**src/rtl/hpc_pkg.sv**
```systemverilog
// Types, codes and helper functions of the HTTP packet classifier.
package hpc_pkg;

    localparam int MATCH_BYTES = 6;
    localparam logic [15:0] ETHERTYPE_IPV4 = 16'h0800;
    localparam logic [7:0] PROTO_TCP = 8'd6;
    localparam logic [3:0] MIN_WORDS = 4'd5;
    localparam logic [15:0] ETH_HEADER = 16'd14;
    localparam logic [15:0] POS_TYPE_HI = 16'd12;
    localparam logic [15:0] POS_TYPE_LO = 16'd13;
    localparam logic [15:0] POS_IHL = 16'd14;
    localparam logic [15:0] POS_LEN_HI = 16'd16;
    localparam logic [15:0] POS_LEN_LO = 16'd17;
    localparam logic [15:0] POS_PROTO = 16'd23;
    localparam logic [15:0] POS_SRC_FIRST = 16'd26;
    localparam logic [15:0] POS_SRC_LAST = 16'd29;
    localparam logic [15:0] POS_DST_FIRST = 16'd30;
    localparam logic [15:0] POS_DST_LAST = 16'd33;
    localparam logic [15:0] MIN_FOR_PROTO = 16'd24;
    localparam logic [15:0] TCP_DOFF_POS = 16'd12;

    typedef enum logic [2:0] {
        V_HTTP      = 3'd0,
        V_NOT_IPV4  = 3'd1,
        V_NOT_TCP   = 3'd2,
        V_BAD_HDR   = 3'd3,
        V_SHORT     = 3'd4,
        V_NO_PREFIX = 3'd5,
        V_TRUNCATED = 3'd6
    } t_verdict;

    typedef struct packed {
        logic [7:0] frame_byte;
        logic       last_byte;
    } t_in_item;

    typedef struct packed {
        t_verdict    verdict;
        logic [31:0] source_address;
        logic [31:0] dest_address;
        logic [15:0] source_port;
        logic [15:0] dest_port;
    } t_out_item;

    typedef logic [MATCH_BYTES-1:0][7:0] t_prefix;

    typedef struct packed {
        logic [15:0] offset;
        logic [15:0] ether_kind;
        logic [3:0]  ip_words;
        logic [7:0]  ip_protocol;
        logic [15:0] ip_total_length;
        logic [3:0]  tcp_words;
        logic [31:0] src_addr;
        logic [31:0] dst_addr;
        logic [15:0] tcp_src;
        logic [15:0] tcp_dst;
        t_prefix     prefix;
        logic        prefix_full;
    } t_frame_fields;

    function automatic logic prefix_match(input t_prefix p);
        logic is_http;
        logic is_get;
        logic is_post;
        logic is_put;
        logic is_delete;
        logic is_head;
        is_http = p[0] == "H" && p[1] == "T" && p[2] == "T" && p[3] == "P";
        is_get = p[0] == "G" && p[1] == "E" && p[2] == "T";
        is_post = p[0] == "P" && p[1] == "O" && p[2] == "S" && p[3] == "T";
        is_put = p[0] == "P" && p[1] == "U" && p[2] == "T";
        is_delete = p[0] == "D" && p[1] == "E" && p[2] == "L" && p[3] == "E"
            && p[4] == "T" && p[5] == "E";
        is_head = p[0] == "H" && p[1] == "E" && p[2] == "A" && p[3] == "D";
        return is_http || is_get || is_post || is_put || is_delete || is_head;
    endfunction

endpackage

```
**src/rtl/hpc_capture.sv**
```systemverilog
// Per-frame header field capture and payload prefix collection.
module hpc_capture #(
    parameter int PREFIX_BYTES = 7
) (
    input  logic                   i_clk,
    input  logic                   i_rst_n,
    input  logic                   i_step,
    input  hpc_pkg::t_in_item      i_item,
    output hpc_pkg::t_frame_fields o_fields
);
    import hpc_pkg::*;

    localparam int CNT_W = $clog2(PREFIX_BYTES + 1);
    localparam int IDX_W = $clog2(MATCH_BYTES);
    localparam logic [CNT_W-1:0] PREFIX_MAX = CNT_W'(PREFIX_BYTES);
    localparam logic [CNT_W-1:0] MATCH_MAX = CNT_W'(MATCH_BYTES);

    t_frame_fields r_f;
    t_frame_fields n_f;
    logic [CNT_W-1:0] r_count;
    logic [CNT_W-1:0] n_count;

    logic [15:0] pos;
    logic [7:0]  b;
    logic [15:0] tcp_start;
    logic [15:0] pay_start;

    always_comb begin
        pos = r_f.offset;
        b = i_item.frame_byte;
        n_f = r_f;
        n_count = r_count;
        n_f.offset = (r_f.offset == 16'hFFFF) ? r_f.offset : r_f.offset + 16'd1;
        if (pos == POS_TYPE_HI) n_f.ether_kind[15:8] = b;
        if (pos == POS_TYPE_LO) n_f.ether_kind[7:0] = b;
        if (pos == POS_IHL) n_f.ip_words = b[3:0];
        if (pos == POS_LEN_HI) n_f.ip_total_length[15:8] = b;
        if (pos == POS_LEN_LO) n_f.ip_total_length[7:0] = b;
        if (pos == POS_PROTO) n_f.ip_protocol = b;
        if (pos >= POS_SRC_FIRST && pos <= POS_SRC_LAST) begin
            n_f.src_addr = {r_f.src_addr[23:0], b};
        end
        if (pos >= POS_DST_FIRST && pos <= POS_DST_LAST) begin
            n_f.dst_addr = {r_f.dst_addr[23:0], b};
        end
        tcp_start = ETH_HEADER + {10'd0, r_f.ip_words, 2'b00};
        pay_start = tcp_start + {10'd0, n_f.tcp_words, 2'b00};
        if (pos > ETH_HEADER) begin
            if (pos == tcp_start) n_f.tcp_src[15:8] = b;
            if (pos == tcp_start + 16'd1) n_f.tcp_src[7:0] = b;
            if (pos == tcp_start + 16'd2) n_f.tcp_dst[15:8] = b;
            if (pos == tcp_start + 16'd3) n_f.tcp_dst[7:0] = b;
            if (pos == tcp_start + TCP_DOFF_POS) n_f.tcp_words = b[7:4];
            if (pos > tcp_start + TCP_DOFF_POS && r_f.tcp_words >= MIN_WORDS
                    && r_count < PREFIX_MAX
                    && pos == pay_start + 16'(r_count)) begin
                if (r_count < MATCH_MAX) n_f.prefix[r_count[IDX_W-1:0]] = b;
                n_count = r_count + 1'b1;
            end
        end
        n_f.prefix_full = n_count == PREFIX_MAX;
    end

    always_ff @(posedge i_clk) begin
        if (!i_rst_n || (i_step && i_item.last_byte)) begin
            r_f <= '0;
            r_count <= '0;
        end else if (i_step) begin
            r_f <= n_f;
            r_count <= n_count;
        end
    end

    assign o_fields = n_f;

endmodule

```
**src/rtl/hpc_judge.sv**
```systemverilog
// Verdict logic that grades a finished frame from its captured fields.
module hpc_judge #(
    parameter int PREFIX_BYTES = 7
) (
    input  hpc_pkg::t_frame_fields i_fields,
    output hpc_pkg::t_verdict      o_verdict
);
    import hpc_pkg::*;

    logic [15:0] tcp_start;
    logic [16:0] need_len;

    always_comb begin
        tcp_start = ETH_HEADER + {10'd0, i_fields.ip_words, 2'b00};
        need_len = {11'd0, i_fields.ip_words, 2'b00} + {11'd0, i_fields.tcp_words, 2'b00}
            + 17'(PREFIX_BYTES);
        if (i_fields.offset < ETH_HEADER) begin
            o_verdict = V_TRUNCATED;
        end else if (i_fields.ether_kind != ETHERTYPE_IPV4) begin
            o_verdict = V_NOT_IPV4;
        end else if (i_fields.offset < MIN_FOR_PROTO) begin
            o_verdict = V_TRUNCATED;
        end else if (i_fields.ip_protocol != PROTO_TCP) begin
            o_verdict = V_NOT_TCP;
        end else if (i_fields.ip_words < MIN_WORDS) begin
            o_verdict = V_BAD_HDR;
        end else if (i_fields.offset < tcp_start + TCP_DOFF_POS + 16'd1) begin
            o_verdict = V_TRUNCATED;
        end else if (i_fields.tcp_words < MIN_WORDS) begin
            o_verdict = V_BAD_HDR;
        end else if ({1'b0, i_fields.ip_total_length} < need_len) begin
            o_verdict = V_SHORT;
        end else if (!i_fields.prefix_full) begin
            o_verdict = V_TRUNCATED;
        end else if (prefix_match(i_fields.prefix)) begin
            o_verdict = V_HTTP;
        end else begin
            o_verdict = V_NO_PREFIX;
        end
    end

endmodule

```
**src/rtl/http_packet_classifier.sv**
```systemverilog
// Top level of the HTTP packet classifier.
// The input channel carries one Ethernet frame byte per transfer, in wire order, with
// last_byte set on the final byte of a frame. The output channel carries one result
// per frame: a verdict code and the IPv4/TCP four-tuple seen in the frame.
// A byte is held in an input register, from which the header capture and the verdict
// logic act on it; a final byte loads the result register.
// The last byte of a frame passes through the input register and then the result register.
// Throughput is one byte per cycle, set by the single capture stage, while no last byte
// stalls; the block keeps accepting bytes while a result waits in the output register
// until a last byte arrives.
// A last byte stalls in the input register only while the previous result is still
// waiting to be taken; the receiver's ready then reaches the input ready directly.
// Reset is synchronous and clears all frame state and the valid flags of the input
// and result registers; input ready is low during reset and high once it is released.
module http_packet_classifier #(
    parameter int PREFIX_BYTES = 7
) (
    input  logic               i_clk,
    input  logic               i_rst_n,
    input  logic               i_in_valid,
    output logic               o_in_ready,
    input  hpc_pkg::t_in_item  i_in_item,
    output logic               o_out_valid,
    input  logic               i_out_ready,
    output hpc_pkg::t_out_item o_out_item
);
    import hpc_pkg::*;

    logic          r_in_valid;
    t_in_item      r_in;
    logic          r_out_valid;
    t_out_item     r_out;
    logic          step;
    t_frame_fields fields;
    t_verdict      verdict;

    assign step = r_in_valid && (!r_in.last_byte || !r_out_valid || i_out_ready);
    assign o_in_ready = i_rst_n && (!r_in_valid || step);

    always_ff @(posedge i_clk) begin
        if (!i_rst_n) begin
            r_in_valid <= 1'b0;
        end else if (o_in_ready) begin
            r_in_valid <= i_in_valid;
        end
    end

    always_ff @(posedge i_clk) begin
        if (o_in_ready && i_in_valid) begin
            r_in <= i_in_item;
        end
    end

    hpc_capture #(
        .PREFIX_BYTES(PREFIX_BYTES)
    ) u_capture (
        .i_clk   (i_clk),
        .i_rst_n (i_rst_n),
        .i_step  (step),
        .i_item  (r_in),
        .o_fields(fields)
    );

    hpc_judge #(
        .PREFIX_BYTES(PREFIX_BYTES)
    ) u_judge (
        .i_fields (fields),
        .o_verdict(verdict)
    );

    always_ff @(posedge i_clk) begin
        if (!i_rst_n) begin
            r_out_valid <= 1'b0;
        end else if (step && r_in.last_byte) begin
            r_out_valid <= 1'b1;
        end else if (i_out_ready) begin
            r_out_valid <= 1'b0;
        end
    end

    always_ff @(posedge i_clk) begin
        if (step && r_in.last_byte) begin
            r_out.verdict <= verdict;
            r_out.source_address <= fields.src_addr;
            r_out.dest_address <= fields.dst_addr;
            r_out.source_port <= fields.tcp_src;
            r_out.dest_port <= fields.tcp_dst;
        end
    end

    assign o_out_valid = r_out_valid;
    assign o_out_item = r_out;

endmodule

```
**config.mk**
```make
export PLATFORM = sky130hd
export DESIGN_NAME = http_packet_classifier
export DESIGN_NICKNAME = d
export VERILOG_FILES = /design/src/rtl/hpc_pkg.sv /design/src/rtl/hpc_capture.sv /design/src/rtl/hpc_judge.sv /design/src/rtl/http_packet_classifier.sv
export SDC_FILE = /design/constraint.sdc
export NUM_CORES = 1
export LEC_CHECK = 0
export ABC_CLOCK_PERIOD_IN_PS = 12700
export BUFFER_PORTS_ARGS = -buffer_cell sky130_fd_sc_hd__buf_2
export CAP_MARGIN = 5
export CORE_ASPECT_RATIO = 1.4
export CORE_MARGIN = 2
export CORE_UTILIZATION = 55
export DETAILED_ROUTE_END_ITERATION = 8
export GPL_ROUTABILITY_DRIVEN = 0
export PLACE_DENSITY = 0.81
export SYNTH_ARGS = -nofsm -noshare
export SYNTH_HDL_FRONTEND = slang
export SYNTH_HIERARCHICAL = 1
export SYNTH_SLANG_ARGS = --single-unit
```
**constraint.sdc**
```tcl
create_clock -name i_clk -period 12.7 [get_ports i_clk]
set_clock_uncertainty 0.05 [all_clocks]
set_input_delay 1.27 -clock i_clk [delete_from_list [all_inputs] [get_ports i_clk]]
set_output_delay 1.27 -clock i_clk [all_outputs]
set_load 0.05 [all_outputs]
```
==> flow_metrics.py, run 1 <==
metrics = {
    "synth": {
        "synth_fa_ha_area_frac": 0.0361,
        "ys_seq_area_frac": 0.473,
        "ys_types": 68,
        "syn_avg_cell_area_sq_um": 10.2,
        "yosys.area_share.simple": 0.176,
        "synth_warnings": 6,
        "synth_top_family_by_area": "multiplexers",
        "synthXorXnorAreaFrac": 0.0267,
        "synthCells": 1550,
        "synth_compound_area_frac": 0.0641,
        "synthMuxAreaShare": 0.194,
        "synth_flop_cell": "dfxtp_1",
        "synth.cell_area_sq_um": 15900,
        "postSynth.asyncResetShare": 0,
        "synth-seq-cells": 321,
        "synth-edff-count": 108,
        "synth_nets": 1607,
    },
    "hold_path": {
        "holdPathStages": 2,
        "hold_path.class": "reg2reg",
        "hp-start": "u_capture/r_f[184]",
        "hold_end": "u_capture/r_f[184]",
    },
    "route": {
        "route.antenna.remaining_nets": 0,
        "dr.pass1.iters": 5,
        "wl_met2_um": 19700,
        "drt_iter0_drc": 767,
        "via_per_inst": 5.91,
        "drt-total-wl_um": 38400,
        "top_layer_used": "met5",
        "vias": 11900,
        "wl_met3_um": 2020,
        "route.detailed.drc": 0,
        "met1_length_um": 15100,
        "wire_per_inst_um": 19.1,
    },
    "timing": {
        "rsz0062_at_grt": "false",
        "setup_violations": 0,
        "hold_violations": 0,
        "finalMaxSlewViolations": 0,
        "worst_pin_slew_ns": 1.25,
        "finalSetupTns_ns": 0,
        "period_minus_slack_ns": 6.18,
        "max_slew_margin": 0.168,
        "fmax_mhz": 162,
        "finalCritPeriodShare": 0.487,
    },
    "global_route": {
        "grt_overflow": 0,
        "grt_use_total": 0.247,
        "grt_max_degree": 86,
        "antenna_found_initial": 1,
        "grt_pass1_wl_um": 60500,
        "grt_pass1_vias": 11800,
    },
    "critical_path": {
        "worstRegToRegCells": 18,
        "crit_required_ns": 12.97,
        "path_class": "reg2reg",
        "rrSetupSlack_ns": 6.52,
        "crit_path_frequent_cell": "ha_1",
        "cp-start-kind": "register",
        "max_stage_delay_ns": 0.65,
        "worst_ep_arrival_time_ns": 6.45,
        "r2r_end": "o_out_item[96]",
        "endpoint_kind": "register",
        "crit_fanout": 17,
        "reg2reg_from": "u_capture/r_f[173]",
        "crit_chain": "inv_1, ha_1, xor2_1, inv_1, ha_1, ha_1, xor3_1, nand4_1, a2111oi_2, o2111ai_4, nor4_4, mux2_2, nor4b_1, nand2_1, nor3_1, o2111ai_1, nand4b_1, nand3_1",
        "crit_family": "simple AND/OR/NAND/NOR gates",
        "slowest_stage": "nor4_4",
        "crit_buf_inv": 2,
    },
    "clock_network": {
        "cts.sink_count": 321,
        "cts_tree": "done",
        "root_buffer": "clkbuf_16",
        "clk_latency_ns": 0.58,
        "cts_hold_buf": 0,
        "path_clk_slew_ns": 0.07,
        "clk_path_buf_depth": 3,
        "numCtsBuffers": 31,
        "cts_resized": 0,
        "cts_setup_buffers": 0,
        "htree_num_levels": 1,
    },
    "cells_and_area": {
        "n_antenna_cell": 0,
        "finalNonFillerCells": 2013,
        "syn_to_final_growth_pct": 11.8,
        "layout-drive-gt1-share": 0.248,
        "fin_nets": 1670,
    },
    "floorplan": {
        "chipWidth_um": 148,
        "io_pins": 114,
        "die_h_um": 205,
        "dieArea_sq_um": 30200,
        "core_sq_um": 28400,
        "fp-row-count": 73,
        "initial_utilization": 0.558,
    },
    "run_status": {
        "outcome": "complete, no violations",
    },
    "placed_design": {
        "placedCellCount": 1955,
        "port_buffers": 113,
        "post-dp-hpwl_um": 24600,
    },
    "power_and_ir_drop": {
        "ir_worst_vdd_mv": 0.118,
        "p_leak_nw": 6.99,
        "p_per_area_nw_per_um2": 118,
    },
    "run": {
        "drv_cap": 0,
    },
}
==> worst max path at each step <==
stage | slack (ns) | start | cells after the start | to
after floorplan | 6.65 | i_out_ready | 2 | o_out_item[0]
after global placement | 6.92 | u_capture/r_f[173] | 21 | o_out_item[96]
after detailed placement | 6.61 | u_capture/r_f[173] | 18 | o_out_item[96]
after CTS | 6.62 | u_capture/r_f[173] | 18 | o_out_item[96]
after global routing | 6.16 | u_capture/r_f[173] | 18 | o_out_item[96]
final | 6.52 | u_capture/r_f[173] | 18 | o_out_item[96]
==> sequential cells by signal, indices dropped and copies added (netlist names) <==
register           flops
o_out_item            99
o_out_valid            1
u_capture/pos         16
r_in_valid             1
u_capture/r_f        192
u_capture/r_count      3
r_in                   9
==> power by group <==
part	internal (mW)	switching (mW)	total, mW
clock network	0.541	0.401	0.942
logic	0.0135	0.0653	0.0788
registers	1.06	0.00393	1.07
==> synth_stat cells, types with 20 or more instances <==
cell | count | area share
nand2_1 | 335 | 0.079
xnor2_1 | 23 | 0.013
mux2i_1 | 91 | 0.057
a21oi_1 | 124 | 0.039
edfxtp_1 | 108 | 0.20
nand3_1 | 34 | 0.011
clkbuf_1 | 79 | 0.019
mux2_2 | 191 | 0.14
inv_1 | 20 | 0.0047
ha_1 | 41 | 0.032
xor2_1 | 20 | 0.011
nor2_1 | 51 | 0.012
dfxtp_1 | 213 | 0.27
nand4_1 | 25 | 0.0099
==> cell usage in the layout, fill, tap and decap left out, types with 5 or more instances in the layout <==
master       n
and4_1       5
clkbuf_1     9
a21o_1       7
edfxtp_1   108
inv_1       20
mux2_2     191
buf_4       18
nand2_1    334
buf_2      113
nor4b_1     11
nor4_1       7
nor2_1      49
nand4_1     25
and3_1      11
clkbuf_16   33
nand2b_1     9
xnor2_1     22
nand3_1     34
xor2_1      20
ha_1        41
mux2i_1     91
dfxtp_1    213
a21oi_1    123
nor4_4      10
o21ai_0     17
nor3_1       9
==> layer usage <==
metal | GRT usage | vias up
met5 | 0 | -
met4 | 0.111 | 2
met3 | 0.0327 | 117
met2 | 0.448 | 418
met1 | 0.289 | 5756
li1 | - | 5595
==> worst register-to-register path: stages (launching register included) <==
cell and delay [ns]:
dfxtp_1 0.48, inv_1 0.16, ha_1 0.27, xor2_1 0.44, inv_1 0.10, ha_1 0.29, ha_1 0.36, xor3_1 0.31
nand4_1 0.10, a2111oi_2 0.39, o2111ai_4 0.51, nor4_4 0.65, mux2_2 0.40, nor4b_1 0.43, nand2_1 0.18, nor3_1 0.29
o2111ai_1 0.23, nand4b_1 0.19, nand3_1 0.10
==> cell type report <==
class	count	area, sq um
well taps	375	469
flip-flops and latches	321	7510
clock inverters	13	156
inverters	21	78.8
repair buffers	131	701
multi-input cells	1107	7920
clock buffers	45	901
fillers	2182	10700
==> stage by stage <==
step	utilization	total power, mW	cell area [sq um]	setup slack [ns]	hold slack (ns)
2_1_floorplan	-	1.14	15900	6.65	0.378
3_3_place_gp	0.587	1.17	16700	6.92	0.384
3_5_place_dp	0.587	1.17	16700	6.61	0.393
4_1_cts	0.624	2.10	17700	6.62	0.402
5_1_grt	0.624	2.15	17700	6.16	0.417
6_report	0.624	2.09	17700	6.52	0.400
==> cell families after synthesis <==
family | Yosys count
mux | 283
other cells | 1
xor+xnor | 45
compound gates | 178
flops | 321
buf+inv | 122
simple gates | 556
fa+ha+maj | 44
Note: power is estimated with default switching activity, not from simulation.
==> run 2, diff against run 1 <==
- ABC_AREA: not set -> 1
- ABC_CLOCK_PERIOD_IN_PS: 12700 -> 6290
- clock period: 12.7 -> 6.29 ns (I/O delays scaled with it)
==> flow_metrics.py, run 2 <==
metrics = {
    "run_status": {
        "outcome": "complete, no violations",
    },
    "timing": {
        "period_minus_slack_ns": 5.37,
        "worst_pin_slew_ns": 1.22,
        "hold_violations": 0,
        "finalCritPeriodShare": 0.854,
        "finalSetupTns_ns": 0,
        "setup_violations": 0,
        "max_slew_margin": 0.188,
        "rsz0062_at_grt": "false",
        "fmax_mhz": 186,
        "finalMaxSlewViolations": 0,
    },
    "cells_and_area": {
        "syn_to_final_growth_pct": 10.3,
        "n_antenna_cell": 0,
        "final_common_cell": "nand2_1",
        "utilization": 0.614,
        "fin_nets": 2475,
        "final_cell_mix": "nand2_1, inv_1, nor2_1",
        "multi_input_area_sq_um": 7650,
        "regMostFlops": "u_capture/r_f",
        "finalNonFillerCells": 2831,
        "largest_register_ffs": 192,
        "n_fill_cell": 2655,
        "layout-drive-gt1-share": 0.112,
        "regArea_sq_um": 7510,
    },
    "clock_network": {
        "root_buffer": "clkbuf_16",
        "cts_setup_buffers": 0,
        "numCtsBuffers": 29,
        "clk_path_buf_depth": 3,
        "cts_resized": 0,
        "htree_num_levels": 1,
        "cts.sink_count": 321,
        "path_clk_slew_ns": 0.07,
        "clk_latency_ns": 0.58,
        "cts_tree": "done",
        "cts_hold_buf": 0,
    },
    "route": {
        "wire_per_inst_um": 14.8,
        "drt_iter0_drc": 1260,
        "route.detailed.drc": 0,
        "route.antenna.remaining_nets": 0,
        "vias": 15500,
        "drt-total-wl_um": 41800,
        "dr.pass1.iters": 5,
        "via_per_inst": 5.46,
    },
    "critical_path": {
        "max_stage_delay_ns": 0.42,
        "cp-start-kind": "register",
        "crit_required_ns": 6.55,
        "crit_fanout": 8,
        "crit_path_frequent_cell": "nand2_1",
        "path_class": "reg2reg",
        "endpoint_kind": "register",
        "worst_ep_arrival_time_ns": 5.64,
        "slowest_stage": "dfxtp_1",
    },
    "power_and_ir_drop": {
        "ir_worst_vdd_mv": 0.204,
        "p_leak_nw": 9.27,
        "p_per_area_nw_per_um2": 260,
        "total_power_mw": 4.88,
    },
    "synth": {
        "netlist.area_leader.share": 0.250,
        "synthTopCellsByCount": "nand2_1, inv_1, nor2_1, dfxtp_1, o21ai_0",
        "synth-edff-count": 108,
        "synth_flop_cell": "dfxtp_1",
        "synth_top_cell_by_area": "dfxtp_1",
        "ys_types": 47,
        "synth_warnings": 6,
        "ys_top_cells_by_area": "dfxtp_1, edfxtp_1, nand2_1",
        "yosysMostFrequentCell": "nand2_1",
        "ys_seq_area_frac": 0.441,
        "postSynth.asyncResetShare": 0,
        "syn_avg_cell_area_sq_um": 7.19,
        "synth.cell_area_sq_um": 17000,
        "synth_nets": 2426,
        "synthCells": 2369,
        "synth-seq-cells": 321,
    },
    "placed_design": {
        "post-dp-hpwl_um": 27900,
        "placedCellCount": 2777,
        "port_buffers": 113,
    },
    "run": {
        "drv_cap": 0,
    },
    "global_route": {
        "grt-busiest-layer": "met2",
        "grt_pass1_wl_um": 68200,
        "grtUsageMet2": 0.471,
        "grt_use_met3": 0.0395,
        "grt_use_met1": 0.269,
        "grt_overflow": 0,
        "grt_pass1_vias": 14700,
        "grt_max_degree": 202,
        "antenna_found_initial": 0,
        "grt_use_total": 0.251,
    },
    "floorplan": {
        "die_h_um": 212,
        "io_pins": 114,
        "fp-row-count": 76,
        "dieArea_sq_um": 32400,
        "chipWidth_um": 153,
        "initial_utilization": 0.556,
        "core_sq_um": 30600,
    },
    "hold_path": {
        "hold_path.class": "in2reg",
    },
}
[run 2: cells by family (layout without fill, tap and decap cells)]
logic type                 Yosys count  in the layout  share of synthesized area
and+or+nand+nor                   1100           1100                      0.283
buffers and inverters              495            567                      0.112
AOI/OAI and AO/OA                  388            388                      0.119
DFF                                321            321                      0.441
adders and majority gates           44             44                     0.0336
xor gates and xnor gates            20             20                     0.0118
other                                1              1                   0.000220
[run 2: layer usage]
metal	vias up	part of all wire
met5	-	0
met4	0	0.055
met3	176	0.055
met2	483	0.52
met1	7101	0.37
li1	7698	-
[run 2: worst max-delay path, delay by kind of cell (launching register included)]
family / cells / cell delay (ns)
buffers and inverters: 3 / 0.25
adders and majority gates: 6 / 1.85
and+or+nand+nor: 12 / 1.45
AOI/OAI and AO/OA: 5 / 0.66
DFF: 1 / 0.42
xor gates and xnor gates: 2 / 0.41
[run 2: final timing paths]
path	start	slack [ns]	depth (start not counted)	endpoint
min	i_in_item[0]	0.19	1	r_in[0]
max reg2reg	u_capture/r_f[173]	0.92	28	o_out_item[96]
min reg2reg	u_capture/r_f[3]	0.50	4	u_capture/r_f[3]
max	u_capture/r_f[173]	0.92	28	o_out_item[96]
[run 2: layout make-up]
type                    count  area share
flip-flops and latches    321       0.399
multi-input cells        1553       0.407
clock inverters            17     0.00905
repair buffers            134      0.0391
inverters                 379      0.0760
clock buffers              37      0.0435
well taps                 390      0.0260
[run 2: per-stage QoR]
stage | worst slack [ns] | cell area [sq um] | hold slack (ns)
floorplan | 1.74 | 17000 | 0.461
global placement | 1.33 | 17800 | 0.472
detailed placement | 1.07 | 17800 | 0.481
CTS | 1.03 | 18800 | 0.163
global route | 0.584 | 18800 | 0.171
finish | 0.918 | 18800 | 0.187
[run 2: power breakdown]
part | switching [mW] | internal, mW | total (mW)
registers | 0.0619 | 2.25 | 2.31
logic | 0.521 | 0.224 | 0.745
clock network | 0.784 | 1.04 | 1.83
total | 1.37 | 3.52 | 4.88
